===== src/ita_pkg.sv =====
// Shared constants, types and helpers for the integer-to-ASCII formatter.
package ita_pkg;

	localparam int VALUE_WIDTH = 64;
	localparam int MAX_DIGITS  = 23;
	localparam int DIG_W       = 4;
	localparam int CNT_W       = 5;
	localparam int BIT_CNT_W   = $clog2(VALUE_WIDTH);

	localparam logic [2:0] ACT_SDEC = 3'd0;
	localparam logic [2:0] ACT_UDEC = 3'd1;
	localparam logic [2:0] ACT_OCT  = 3'd2;
	localparam logic [2:0] ACT_LHEX = 3'd3;
	localparam logic [2:0] ACT_UHEX = 3'd4;

	localparam logic [1:0] BASE_DEC = 2'd0;
	localparam logic [1:0] BASE_OCT = 2'd1;
	localparam logic [1:0] BASE_HEX = 2'd2;

	typedef logic [DIG_W-1:0] digit_t;

	typedef struct packed {
		logic load;
		logic bit_step;
		logic dig_step;
	} conv_ctrl_t;

	typedef struct packed {
		digit_t top;
		digit_t next;
	} conv_stat_t;

	function automatic logic [7:0] digit_ascii(input digit_t d, input logic upper);
		logic [7:0] d8;
		begin
			d8 = {4'b0000, d};
			if (d < 4'd10) begin
				digit_ascii = 8'h30 + d8;
			end else begin
				digit_ascii = (upper ? 8'h41 : 8'h61) + d8 - 8'd10;
			end
		end
	endfunction

endpackage


===== src/ita_conv.sv =====
// Bit-serial radix converter: shift-and-adjust digit lanes plus a digit shift line.
module ita_conv (
	input  logic                            clk,
	input  ita_pkg::conv_ctrl_t             ctrl,
	input  logic [ita_pkg::VALUE_WIDTH-1:0] value,
	input  logic [1:0]                      base,
	output ita_pkg::conv_stat_t             stat
);
	import ita_pkg::*;

	logic [VALUE_WIDTH-1:0] val_q;
	logic [1:0]             base_q;
	digit_t                 dig_q [MAX_DIGITS];
	digit_t                 dig_nx [MAX_DIGITS];
	logic [MAX_DIGITS:0]    carry;

	always_comb begin
		digit_t adj;
		carry[0] = val_q[VALUE_WIDTH-1];
		for (int i = 0; i < MAX_DIGITS; i++) begin
			adj = dig_q[i];
			if (base_q == BASE_DEC && dig_q[i] >= 4'd5) begin
				adj = dig_q[i] + 4'd3;
			end
			if (base_q == BASE_OCT) begin
				dig_nx[i]  = {1'b0, adj[1:0], carry[i]};
				carry[i+1] = adj[2];
			end else begin
				dig_nx[i]  = {adj[2:0], carry[i]};
				carry[i+1] = adj[3];
			end
		end
	end

	always_ff @(posedge clk) begin
		if (ctrl.load) begin
			val_q  <= value;
			base_q <= base;
			for (int i = 0; i < MAX_DIGITS; i++) begin
				dig_q[i] <= '0;
			end
		end else if (ctrl.bit_step) begin
			val_q <= {val_q[VALUE_WIDTH-2:0], 1'b0};
			for (int i = 0; i < MAX_DIGITS; i++) begin
				dig_q[i] <= dig_nx[i];
			end
		end else if (ctrl.dig_step) begin
			dig_q[0] <= '0;
			for (int i = 1; i < MAX_DIGITS; i++) begin
				dig_q[i] <= dig_q[i-1];
			end
		end
	end

	assign stat.top  = dig_q[MAX_DIGITS-1];
	assign stat.next = dig_q[MAX_DIGITS-2];

endmodule


===== src/ita_pad.sv =====
// Precision and field-width rules for zero padding and the zero-fill flag.
module ita_pad (
	input  logic signed [8:0]         prec,
	input  logic [7:0]                width_total,
	input  logic [1:0]                prefix_chars,
	input  logic [7:0]                pad_in,
	input  logic                      zero_fill_in,
	input  logic                      left_align,
	input  logic [ita_pkg::CNT_W-1:0] count,
	output logic [7:0]                pad_out,
	output logic                      zero_fill_out
);
	import ita_pkg::*;

	logic signed [9:0]  prec_x;
	logic signed [9:0]  cnt_x;
	logic [9:0]         prec_diff;
	logic signed [10:0] avail;

	assign prec_x    = {prec[8], prec};
	assign cnt_x     = signed'({{(10-CNT_W){1'b0}}, count});
	assign prec_diff = prec_x - cnt_x;
	assign avail     = signed'({3'b000, width_total}) - signed'({9'd0, prefix_chars})
	                 - signed'({3'b000, pad_in}) - signed'({{(11-CNT_W){1'b0}}, count});

	always_comb begin
		pad_out       = pad_in;
		zero_fill_out = zero_fill_in;
		if (prec_x > cnt_x) begin
			pad_out       = prec_diff[7:0];
			zero_fill_out = 1'b0;
		end else if (prec[8] && zero_fill_in && !left_align) begin
			if (!avail[10] && avail != 11'sd0) begin
				pad_out = avail[7:0];
			end
		end
	end

endmodule


===== src/integer_to_ascii_formatter_top.sv =====
// Top level of the integer-to-ASCII formatter: control sequencer and output register.
//
//   channel | handshake          | words
//   --------+--------------------+--------------------------------------------
//   in      | in_valid/in_ready  | one value with kind, precision, width, flags
//   out     | out_valid/out_ready| one digit (or one empty word) per word
//
// A value passes through an accept step, bit-serial conversion through the digit lanes,
// leading-zero removal on the digit shift line, a padding step and then output at one
// word per cycle while out_ready is high.
// in_ready is high only while no value is in flight. Output stalls hold the digit
// shift line. Reset clears the sequencer and the output valid.
module integer_to_ascii_formatter_top (
	input  logic                            clk,
	input  logic                            arst_n,
	input  logic                            in_valid,
	output logic                            in_ready,
	input  logic [63:0]                     number,
	input  logic [2:0]                      action,
	input  logic signed [8:0]               min_digits,
	input  logic [7:0]                      width_total,
	input  logic [1:0]                      prefix_chars,
	input  logic [7:0]                      pad_in,
	input  logic                            alternate_form,
	input  logic                            zero_fill_in,
	input  logic                            left_align,
	output logic                            out_valid,
	input  logic                            out_ready,
	output logic                            has_digit,
	output logic [7:0]                      digit_char,
	output logic                            is_last,
	output logic [ita_pkg::CNT_W-1:0]       digit_count,
	output logic [7:0]                      pad_out,
	output logic                            zero_fill_out
);
	import ita_pkg::*;

	localparam logic [2:0] S_IDLE = 3'd0;
	localparam logic [2:0] S_CONV = 3'd1;
	localparam logic [2:0] S_NORM = 3'd2;
	localparam logic [2:0] S_PAD  = 3'd3;
	localparam logic [2:0] S_EMIT = 3'd4;

	logic [2:0]             state_q;
	logic [BIT_CNT_W-1:0]   bit_cnt_q;
	logic [CNT_W-1:0]       cnt_q;
	logic [CNT_W-1:0]       rem_q;
	logic signed [8:0]      prec_q;
	logic [7:0]             width_q;
	logic [1:0]             prefix_q;
	logic [7:0]             pad_q;
	logic                   zf_q;
	logic                   left_q;
	logic                   upper_q;
	logic                   alt_oct_q;
	logic                   empty_q;
	logic                   out_valid_q;
	logic                   has_digit_q;
	logic [7:0]             char_q;
	logic                   last_q;
	logic [7:0]             pad_res_q;
	logic                   zf_res_q;

	logic [VALUE_WIDTH-1:0] raw;
	logic [VALUE_WIDTH-1:0] mag;
	logic [1:0]             base;
	logic                   in_acc;
	logic                   out_acc;
	logic                   norm_stop;
	logic [7:0]             pad_calc;
	logic                   zf_calc;
	conv_ctrl_t             ctrl;
	conv_stat_t             stat;

	assign in_ready = (state_q == S_IDLE);
	assign in_acc   = in_valid && in_ready;
	assign out_acc  = out_valid_q && out_ready;

	assign raw = number[VALUE_WIDTH-1:0];
	assign mag = (action == ACT_SDEC && raw[VALUE_WIDTH-1]) ? (~raw + 1'b1) : raw;

	always_comb begin
		unique case (action)
			ACT_OCT:            base = BASE_OCT;
			ACT_LHEX, ACT_UHEX: base = BASE_HEX;
			default:            base = BASE_DEC;
		endcase
	end

	assign norm_stop = empty_q || stat.top != '0 || cnt_q == CNT_W'(1)
	                || (alt_oct_q && stat.next != '0);

	always_comb begin
		ctrl          = '0;
		ctrl.load     = in_acc;
		ctrl.bit_step = (state_q == S_CONV);
		ctrl.dig_step = (state_q == S_NORM && !norm_stop) || (state_q == S_PAD)
		             || (state_q == S_EMIT && out_acc && !last_q);
	end

	ita_conv u_conv (
		.clk   (clk),
		.ctrl  (ctrl),
		.value (mag),
		.base  (base),
		.stat  (stat)
	);

	ita_pad u_pad (
		.prec          (prec_q),
		.width_total   (width_q),
		.prefix_chars  (prefix_q),
		.pad_in        (pad_q),
		.zero_fill_in  (zf_q),
		.left_align    (left_q),
		.count         (cnt_q),
		.pad_out       (pad_calc),
		.zero_fill_out (zf_calc)
	);

	always_ff @(posedge clk or negedge arst_n) begin
		if (!arst_n) begin
			state_q     <= S_IDLE;
			out_valid_q <= 1'b0;
		end else begin
			unique case (state_q)
				S_IDLE: begin
					if (in_acc) begin
						state_q <= S_CONV;
					end
				end
				S_CONV: begin
					if (bit_cnt_q == '0) begin
						state_q <= S_NORM;
					end
				end
				S_NORM: begin
					if (norm_stop) begin
						state_q <= S_PAD;
					end
				end
				S_PAD: begin
					state_q     <= S_EMIT;
					out_valid_q <= 1'b1;
				end
				S_EMIT: begin
					if (out_acc && last_q) begin
						state_q     <= S_IDLE;
						out_valid_q <= 1'b0;
					end
				end
				default: begin
					state_q     <= S_IDLE;
					out_valid_q <= 1'b0;
				end
			endcase
		end
	end

	always_ff @(posedge clk) begin
		if (in_acc) begin
			bit_cnt_q <= BIT_CNT_W'(VALUE_WIDTH - 1);
			cnt_q     <= CNT_W'(MAX_DIGITS);
			prec_q    <= min_digits;
			width_q   <= width_total;
			prefix_q  <= prefix_chars;
			pad_q     <= pad_in;
			zf_q      <= zero_fill_in;
			left_q    <= left_align;
			upper_q   <= (action == ACT_UHEX);
			alt_oct_q <= (action == ACT_OCT) && alternate_form;
			empty_q   <= (mag == '0) && (min_digits == 9'sd0)
			          && !((action == ACT_OCT) && alternate_form);
		end
		if (state_q == S_CONV) begin
			bit_cnt_q <= bit_cnt_q - 1'b1;
		end
		if (state_q == S_NORM) begin
			if (empty_q) begin
				cnt_q <= '0;
			end else if (!norm_stop) begin
				cnt_q <= cnt_q - 1'b1;
			end
		end
		if (state_q == S_PAD) begin
			pad_res_q   <= pad_calc;
			zf_res_q    <= zf_calc;
			rem_q       <= cnt_q;
			has_digit_q <= (cnt_q != '0);
			char_q      <= (cnt_q != '0) ? digit_ascii(stat.top, upper_q) : 8'h00;
			last_q      <= (cnt_q <= CNT_W'(1));
		end
		if (state_q == S_EMIT && out_acc && !last_q) begin
			rem_q  <= rem_q - 1'b1;
			char_q <= digit_ascii(stat.top, upper_q);
			last_q <= (rem_q == CNT_W'(2));
		end
	end

	assign out_valid     = out_valid_q;
	assign has_digit     = has_digit_q;
	assign digit_char    = char_q;
	assign is_last       = last_q;
	assign digit_count   = cnt_q;
	assign pad_out       = pad_res_q;
	assign zero_fill_out = zf_res_q;

endmodule


===== config.mk =====
export PLATFORM = sky130hd
export DESIGN_NAME = integer_to_ascii_formatter_top
export DESIGN_NICKNAME = d
export VERILOG_FILES = /design/src/ita_pkg.sv /design/src/ita_conv.sv /design/src/ita_pad.sv /design/src/integer_to_ascii_formatter_top.sv
export SDC_FILE = /design/constraint.sdc
export NUM_CORES = 1
export LEC_CHECK = 0
export BUFFER_PORTS_ARGS = -buffer_cell sky130_fd_sc_hd__buf_2
export CELL_PAD_IN_SITES_DETAIL_PLACEMENT = 0
export CELL_PAD_IN_SITES_GLOBAL_PLACEMENT = 2
export CORE_MARGIN = 2
export CORE_UTILIZATION = 25
export DETAILED_ROUTE_END_ITERATION = 10
export PLACE_DENSITY = 0.58
export SKIP_CTS_REPAIR_TIMING = 1
export SLEW_MARGIN = 5
export SYNTH_ARGS = -nofsm -noshare
export SYNTH_HDL_FRONTEND = slang
export SYNTH_SLANG_ARGS = --single-unit

===== constraint.sdc =====
create_clock -name clk -period 5 [get_ports clk]
set_input_delay 0.75 -clock clk [delete_from_list [all_inputs] [get_ports clk]]
set_output_delay 0.75 -clock clk [all_outputs]
set_load 0.005 [all_outputs]

After elaboration in Yosys (flattened, before gate mapping)

Memory sizes are Yosys's and may differ from the RTL's.
Index checks and enable logic that the tools add are counted.

Bitwise logic cells: 48
Magnitude comparators: 26
Reduce and logical (&&, ||, !) cells: 63
Mux-type cells: 152
Add/subtract/negate cells: 34
Eq/ne operators: 14

Operators with widths:

| kind                                                 | number |
|---|---|
| 2-to-1 mux 4 bit                                     | 91 |
| 2-to-1 mux 64 bit                                    | 3 |
| >= comparator 4 x 3 -> 1 bit (second input constant) | 23 |
| adder 4 x 2 -> 4 bit (second input constant)         | 22 |
| adder 64 x 1 -> 64 bit (second input constant)       | 1 |
| logical NOT 64 bit                                   | 1 |
| NOT 64 bit                                           | 1 |
| 2-to-1 mux 8 bit                                     | 7 |
| OR 1 bit                                             | 46 |
| logical AND 1 bit                                    | 37 |
| 2-to-1 mux 1 bit                                     | 34 |
| 2-to-1 mux 5 bit                                     | 6 |
| 2-to-1 mux 6 bit                                     | 3 |
| 2-to-1 mux 3 bit                                     | 5 |
| case mux 3 bit (5 select lines)                      | 1 |
| == test 3 x 2 -> 1 bit (second input constant)       | 4 |
| nonzero test 11 bit                                  | 1 |
| subtractor 11 x 6 -> 11 bit                          | 1 |
| subtractor 11 x 9 -> 11 bit                          | 1 |
| subtractor 5 x 1 -> 5 bit (second input constant)    | 2 |
| greater-than comparator 9 x 6 -> 1 bit               | 1 |
| logical NOT 9 bit                                    | 1 |
| subtractor 8 x 2 -> 9 bit                            | 1 |
| adder 7 x 4 -> 8 bit                                 | 1 |
| 29 further kinds                                     | 43 |

Logic and storage cells: 359
Bits of input ports: 101
Flip-flop bits (word level): 137
Bits in writable memories: 92
Memories: 1

Memory list:

| name         | words | width | read ports | clocked after Yosys merged registers in | write ports | line           | source |
|---|---|---|---|---|---|---|---|
| u_conv.dig_q | 23    | 4     | 23         | 0                                       | 23          | ita_conv.sv:13 | `digit_t dig_q [MAX_DIGITS];` |

Depth between registers and ports, before layout

Gate-level depths: netlist of run 1.
An unclocked memory read counts as a cell.

Word-level depth: 14
Gate-level depth with buffers: 17
Depth with buffers taken out: 16

Hierarchy

A second synthesis of run 1 with hierarchy kept.

Cell total of the unflattened synthesis: 1580
Area total of the unflattened synthesis: 16294.4 um^2

By module, submodules not included:

| module                         | area an instance (um^2) | instances | seq. area each (um^2) | cells each |
|---|---|---|---|---|
| ita_conv                       | 9629.2                  | 1         | 4744.6                | 829 |
| integer_to_ascii_formatter_top | 5303.8                  | 1         | 2031.9                | 568 |
| ita_pad                        | 1361.3                  | 1         | 0.0                   | 183 |

Worst setup path before layout of run 1

Ideal clock, no wire load.

Path type: input to register
Start point: input port out_ready
End point: memory u_conv.dig_q[0][0] (netlist bit) (enable)
Cell stages on the path: 6
Data required time: 3.929 ns
Library setup time: 1.071 ns
Arrival: 4.213 ns
Path slack: -0.284 ns
Path through: nand2_1 > or3_1 > o21ai_0 > nor2_1 > clkbuf_1 > nand3_1

RTL lines:

| what            | line                                 | source |
|---|---|---|
| start, declared | integer_to_ascii_formatter_top.sv:28 | `input logic out_ready,` |
| end, declared   | ita_conv.sv:13                       |  |

Worst setup path in the final report of run 1

Start point: register width_q[0]
End point: register pad_res_q[5], in the netlist pad_out[5], data pin

Longest elaborated chain between the ends: 8
Elaborated cells on any way between the ends: 9
Classes of those cells: add/sub: 3; mux: 3; reduce/logical: 3

RTL lines:

| what                                                            | line                                  | source |
|---|---|---|
| start, declared                                                 | integer_to_ascii_formatter_top.sv:49  | `logic [7:0] width_q;` |
| start signal, assigned                                          | integer_to_ascii_formatter_top.sv:165 | `width_q <= width_total;` |
| subtractor 8 x 2 -> 9 bit *                                     | ita_pad.sv:23                         | `assign avail = signed'({3'b000, width_total}) - signed'({9'd0, prefix_chars})` |
| subtractor 11 x 9 -> 11 bit *                                   | ita_pad.sv:24                         | `- signed'({3'b000, pad_in}) - signed'({{(11-CNT_W){1'b0}}, count});` |
| subtractor 11 x 6 -> 11 bit *                                   | ita_pad.sv:24                         |  |
| nonzero test 11 bit / logical NOT 1 bit (equally long branches) | ita_pad.sv:33                         | `if (!avail[10] && avail != 11'sd0) begin` |
| logical AND 1 bit                                               | ita_pad.sv:33                         |  |
| 2-to-1 mux 8 bit *                                              | ita_pad.sv:33                         |  |
| 2-to-1 mux 8 bit *                                              | ita_pad.sv:32                         | `end else if (prec[8] && zero_fill_in && !left_align) begin` |
| 2-to-1 mux 8 bit *                                              | ita_pad.sv:29                         | `if (prec_x > cnt_x) begin` |
| via pad_calc[5]                                                 | integer_to_ascii_formatter_top.sv:70  | `logic [7:0] pad_calc;` |
| end signal, assigned                                            | integer_to_ascii_formatter_top.sv:186 | `pad_res_q <= pad_calc;` |
| end, declared                                                   | integer_to_ascii_formatter_top.sv:61  | `logic [7:0] pad_res_q;` |

Mark *: on every way through the listed nets, which the timed path passes. The rest lies on a longest branch.
A chain may end at the register's enable or synchronous reset.

==> flow_metrics.tcl, run 1 <==
set metrics [dict create \
    cts_buffers 30 \
    tns_ps 0 \
    detail_route.first_pass.iterations 5 \
    drive_gt1_frac 0.1329 \
    rsz0062_at_grt "false" \
    setup.worst_path.end_class "flip-flop" \
    syn_inst 1617 \
    synth_ff_type "edfxtp_1" \
    crit_type "reg -> reg" \
    syn_nets 1799 \
    die_w_um 250.8 \
    postRouteAntennaNets 0 \
    fin_skew_ps 7.554 \
    worst_pin_slew_ps 1065 \
    synth_cell_types 76 \
    cts.path.max_buffers 3 \
    drc 0 \
    tritoncts "built" \
    htreeDepth 1 \
    worst_hold_slack_ps 362.6 \
    dieHeight_um 250.8 \
    overflow 0 \
    initial_core_util 0.2528 \
    finalSetupViolations 0 \
    grt_pass1_wl_mm 72.90 \
    wl_met1_mm 22.53 \
    wl_met2_mm 21.09 \
    syn_area_per_cell_um2 9.420 \
    period_share 0.8827 \
    yosysTopAreaCell "edfxtp_1" \
    grt_max_degree 71 \
    fin_util 0.2939 \
    route.detailed.wl_per_inst_um 18.31 \
    reg2reg_slack_ps 590 \
    p_leak_nw 6.504 \
    io_buffers 125 \
    cp_max_fo 6 \
    area.growth.synth_to_final_pct 16.23 \
    p_per_area_mw_per_mm2 607.8 \
    fmax_mhz 226.6 \
    timing.rr.end "pad_out[5]" \
    hold_start "prefix_chars[0]" \
    hold_path_end "prefix_q[0]" \
    ys_ff_latch 228 \
    rows 90 \
    synth_area_leaders "edfxtp_1 (43%), ha_1 (6.1%), xnor2_1 (5.6%), nand2_1 (4.5%), o21ai_0 (4.1%)" \
    grt_pass1_vias 12290 \
    peakVddDrop_uv 250.3 \
    clkLatencyLatePin_ps 560 \
    globalplace.congestion 0.8392 \
    hpwl_mm 32.73 \
    synth-edff-count 219 \
    wirelength_mm 46.16 \
    clk_pin_slew_ps 60 \
    hold-path-cell-count 1 \
    yosysSeqAreaShare 0.4449 \
    dieArea_mm2 0.06292 \
    min_path_type "in -> reg" \
    outcome "completed" \
    core_region_area_mm2 0.06025 \
    io_pins 127 \
    synthArstFlopShare 0.01754 \
    num_vias 12430 \
    routed.top_layer "met4" \
    grt_usage 0.1459 \
    syn_area_mm2 0.01523 \
    crit_required_ps 5260 \
    antenna_found_initial 1 \
    hold_viol 0 \
    wl_met3_mm 1.695 \
    ff2ff_path_depth 14 \
    root_buffer "clkbuf_16" \
    clock_sinks 228 \
    drt-initial-drc-count 867 \
    rr_startpoint "width_q[0]" \
    drv_slew 0 \
    crit_path_start_kind "flip-flop" \
    slew_headroom 0.2897 \
    avgViaCountPerCell 4.931 \
    fin_nets 1896 \
    yosysWarnings 0 \
    period_needed_ps 4414 \
    drv_cap 0 \
    arrival_ps 4680 \
    synth.top_cell.area_share 0.4317 \
]
cells by family after synthesis:
family | Yosys count | share of synthesized area
flops | 228 | 0.4449
other cells | 1 | 0.0002462
buf+inv | 183 | 0.04699
fa+ha+maj | 81 | 0.06999
mux | 12 | 0.008050
xor+xnor | 130 | 0.07475
simple gates | 561 | 0.1813
compound gates | 421 | 0.1738
layout make-up:
class,instances,area [um^2]
sequential,228,6777
inverter,91,341.6
antenna,1,2.502
clock buffer,41,843.3
tap,782,978.4
multi-input combinational,1206,7794
fill,6345,42540
clock inverter,15,75.07
timing repair buffer,157,893.4
sequential cells by signal, indices dropped and copies added, names as in the netlist, 2 cells and up:
signal,cells
digit_count,5
u_conv.val_q,64
prefix_q,2
u_conv.base_q,2
rem_q,5
digit_char,7
bit_cnt_q,6
pad_q,8
width_q,8
pad_out,8
prec_q,9
state_q,3
u_conv.dig_q,92
power by group:
part           switching, mW  internal [mW]
logic                   2.82           1.74
clock network          0.845           1.17
registers              0.671           3.52
synth_stat cells (32+ instances only):
master / number
nand2_1: 182
nor2_1: 138
o21ai_0: 126
a21oi_1: 111
inv_1: 91
xor2_1: 32
nor3_1: 41
clkbuf_1: 80
xnor2_1: 98
nand2b_1: 34
or3_1: 32
ha_1: 74
edfxtp_1: 219
stage by stage:
stage	std cells	setup slack [ps]	area [um^2]	power, mW
finish	2521	586.4	17700	10.76
global placement	2463	635.6	16770	8.831
global route	2520	245.4	17700	11.80
detailed placement	2463	619.1	16770	8.851
CTS	2519	578.6	17690	10.95
floorplan	1617	833.3	15240	7.372
worst max path at each step:
stage	slack [ps]	from	to
6_report	590	width_q[0]	pad_out[5]
5_1_grt	250	width_q[0]	pad_out[4]
4_1_cts	580	width_q[0]	pad_out[6]
3_5_place_dp	620	width_q[0]	pad_out[6]
3_3_place_gp	640	width_q[0]	pad_out[1]
2_1_floorplan	830	out_ready	u_conv.dig_q[0][0]
worst max-delay path, cell delays in order, from the launching register on:
cell	delay (ps)
edfxtp_1	360
inv_1	60
ha_1	130
inv_1	60
fa_1	400
or3_1	460
xnor2_1	200
fa_1	440
ha_1	350
o21ai_0	230
nor2_1	100
a2111oi_0	520
a2111o_1	300
and2_0	330
o221ai_1	160
placed cells by master (no fill, tap or decap), types with 26 or more instances in the layout:
cell	count
a21oi_1	111
o22ai_1	26
xnor2_1	98
o21ai_0	125
xor2_1	32
or3_1	32
a22o_1	28
nor3_1	41
inv_1	90
nand2b_1	34
nor4_1	28
buf_2	125
clkbuf_16	31
buf_4	29
ha_1	74
nand2_1	180
nor2_1	137
edfxtp_1	219
layer usage:
layer | vias up | GRT usage
met2 | 239 | 0.2337
met1 | 6024 | 0.2082
met4 | 0 | 0.03507
met5 | - | 0
li1 | 6122 | -
met3 | 46 | 0.01864
(Power assumes the default switching activity.)
==> inputs of run 2 (changes only) <==
CORE_ASPECT_RATIO = 1.4   (was not set)
==> run 2 against run 1 <==
Wire length rose by 6.4%. Count of clock-buffer cells in the layout fell by 6. Die area barely moved. Highest routed layer is now met5. Largest power group unchanged.
==> flow_metrics.tcl, run 2 (synthesis results as in run 1) <==
set metrics [dict create \
    worstPathCellList "inv_1 -> ha_1 -> inv_1 -> fa_1 -> or3_1 -> xnor2_1 -> fa_1 -> ha_1 -> o21ai_0 -> nor2_1 -> a2111oi_0 -> a2111o_1 -> and2_0 -> o221ai_1" \
    critical_path.slowest_cell "a2111oi_0" \
    setup.worst_path.end_class "flip-flop" \
    period_needed_ps 4354 \
    rows 107 \
    largest_reg_flops 92 \
    clk_pin_slew_ps 60 \
    finalSetupViolations 0 \
    final_common_cell "edfxtp_1" \
    area.growth.synth_to_final_pct 16.50 \
    fmax_mhz 229.7 \
    initial_core_util 0.2517 \
    rsz0062_at_grt "false" \
    grt_pass1_vias 12540 \
    slew_headroom 0.2897 \
    antenna_found_initial 3 \
    grt_max_degree 71 \
    hold_start "pad_in[1]" \
    post-place-cells 2497 \
    p_clk_frac 0.194 \
    period_share 0.8707 \
    io_buffers 125 \
    min_path_type "in -> reg" \
    die_w_um 212.6 \
    crit_type "reg -> reg" \
    fillers 6534 \
    fin_cells 2552 \
    cts.path.max_buffers 3 \
    avgViaCountPerCell 4.897 \
    drive_gt1_frac 0.1321 \
    hold_path_end "pad_q[1]" \
    arrival_ps 4640 \
    tritoncts "built" \
    overflow 0 \
    p_int_mw 6.479 \
    drv_slew 0 \
    grt_usage 0.1539 \
    hold-path-cell-count 1 \
    top_regs "u_conv.dig_q: 92 flops, u_conv.val_q: 64 flops, prec_q: 9 flops" \
    timing.rr.end "pad_out[6]" \
    reg2reg_slack_ps 650 \
    slowest_delay_ps 580 \
    critPathBufInv 2 \
    max_flop_register "u_conv.dig_q" \
    peakVddDrop_uv 280.3 \
    fin_skew_ps 12.99 \
    placed_area_mm2 0.01681 \
    final_cell_mix "edfxtp_1 (219), nand2_1 (180), nor2_1 (137)" \
    hpwl_mm 35.70 \
    pwr-share-seq 0.388 \
    fin_nets 1893 \
    grt_pass1_wl_mm 74.58 \
    crit_required_ps 5290 \
    p_leak_nw 6.503 \
    detail_route.first_pass.iterations 5 \
    dp_slack_ps 540.3 \
    htreeDepth 1 \
    cp_max_fo 6 \
    p_per_area_mw_per_mm2 612.8 \
    wirelength_mm 49.14 \
    outcome "completed" \
    ff2ff_path_depth 14 \
    fin_area_mm2 0.01775 \
    cts_buffers 28 \
    crit_path_start_kind "flip-flop" \
    worst_pin_slew_ps 1057 \
    drt-initial-drc-count 650 \
    p_sw_mw 4.396 \
    io_pins 127 \
    root_buffer "clkbuf_16" \
    core_region_area_mm2 0.06051 \
    num_vias 12500 \
    route.detailed.wl_per_inst_um 19.26 \
    clock_sinks 228 \
    worst_slack_ps 646.5 \
    power_frac_comb 0.417 \
    drv_cap 0 \
    clkLatencyLatePin_ps 570 \
    dieArea_mm2 0.06295 \
    rr_startpoint "width_q[0]" \
    critPathTopFamily "adder cells" \
    swShare 0.4042 \
    drc 0 \
    dieHeight_um 296.1 \
    globalplace.congestion 0.8377 \
    tns_ps 0 \
    hold_viol 0 \
    postRouteAntennaNets 0 \
]
[run 2: per-stage QoR]
stage / power, mW / utilization / hold WS, ps
4_1_cts: 11.08 / 0.2930 / -46.71
3_5_place_dp: 8.893 / 0.2777 / 505.6
5_1_grt: 11.82 / 0.2932 / 341.6
2_1_floorplan: 7.372 / - / 454.4
3_3_place_gp: 8.865 / 0.2777 / 502.4
6_report: 10.87 / 0.2933 / 365.7
[run 2: power by group through the flow]
stage / logic [mW] / registers, mW / clock network [mW]
after CTS: 4.66 / 4.24 / 2.18
after floorplan: 3.35 / 4.03 / 0
after detailed placement: 4.63 / 4.27 / 0
final: 4.54 / 4.22 / 2.11
after global routing: 5.22 / 4.35 / 2.24
after global placement: 4.61 / 4.26 / 0
[run 2: layout make-up]
| class | instances | area, um^2 | area share |
|---|---|---|---|
| repair buffers | 156 | 885.9 | 0.04992 |
| multi-input cells | 1206 | 7790 | 0.4390 |
| clock inverters | 17 | 156.4 | 0.008813 |
| diodes | 2 | 5.005 | 0.0002820 |
| clock buffers | 35 | 768.2 | 0.04329 |
| well taps | 817 | 1022 | 0.05760 |
| flip-flops and latches | 228 | 6777 | 0.3819 |
| inverters | 91 | 341.6 | 0.01925 |
[run 2: how the worst max path moves through the flow]
stage	startpoint	end	slack, ps	depth (start not counted)
after global routing	width_q[0]	pad_out[6]	290	14
after global placement	number[0]	empty_q	540	11
after CTS	width_q[0]	pad_out[6]	670	14
final	width_q[0]	pad_out[6]	650	14
after floorplan	out_ready	u_conv.dig_q[0][0]	830	6
after detailed placement	number[0]	empty_q	540	11
[run 2: per-layer routing]
layer,GRT usage,part of all wire,vias to the layer above
met5,0,0.00033,-
met4,0.06805,0.043,2
met3,0.02076,0.037,91
met2,0.2826,0.51,271
met1,0.1767,0.40,6043
li1,-,-,6090
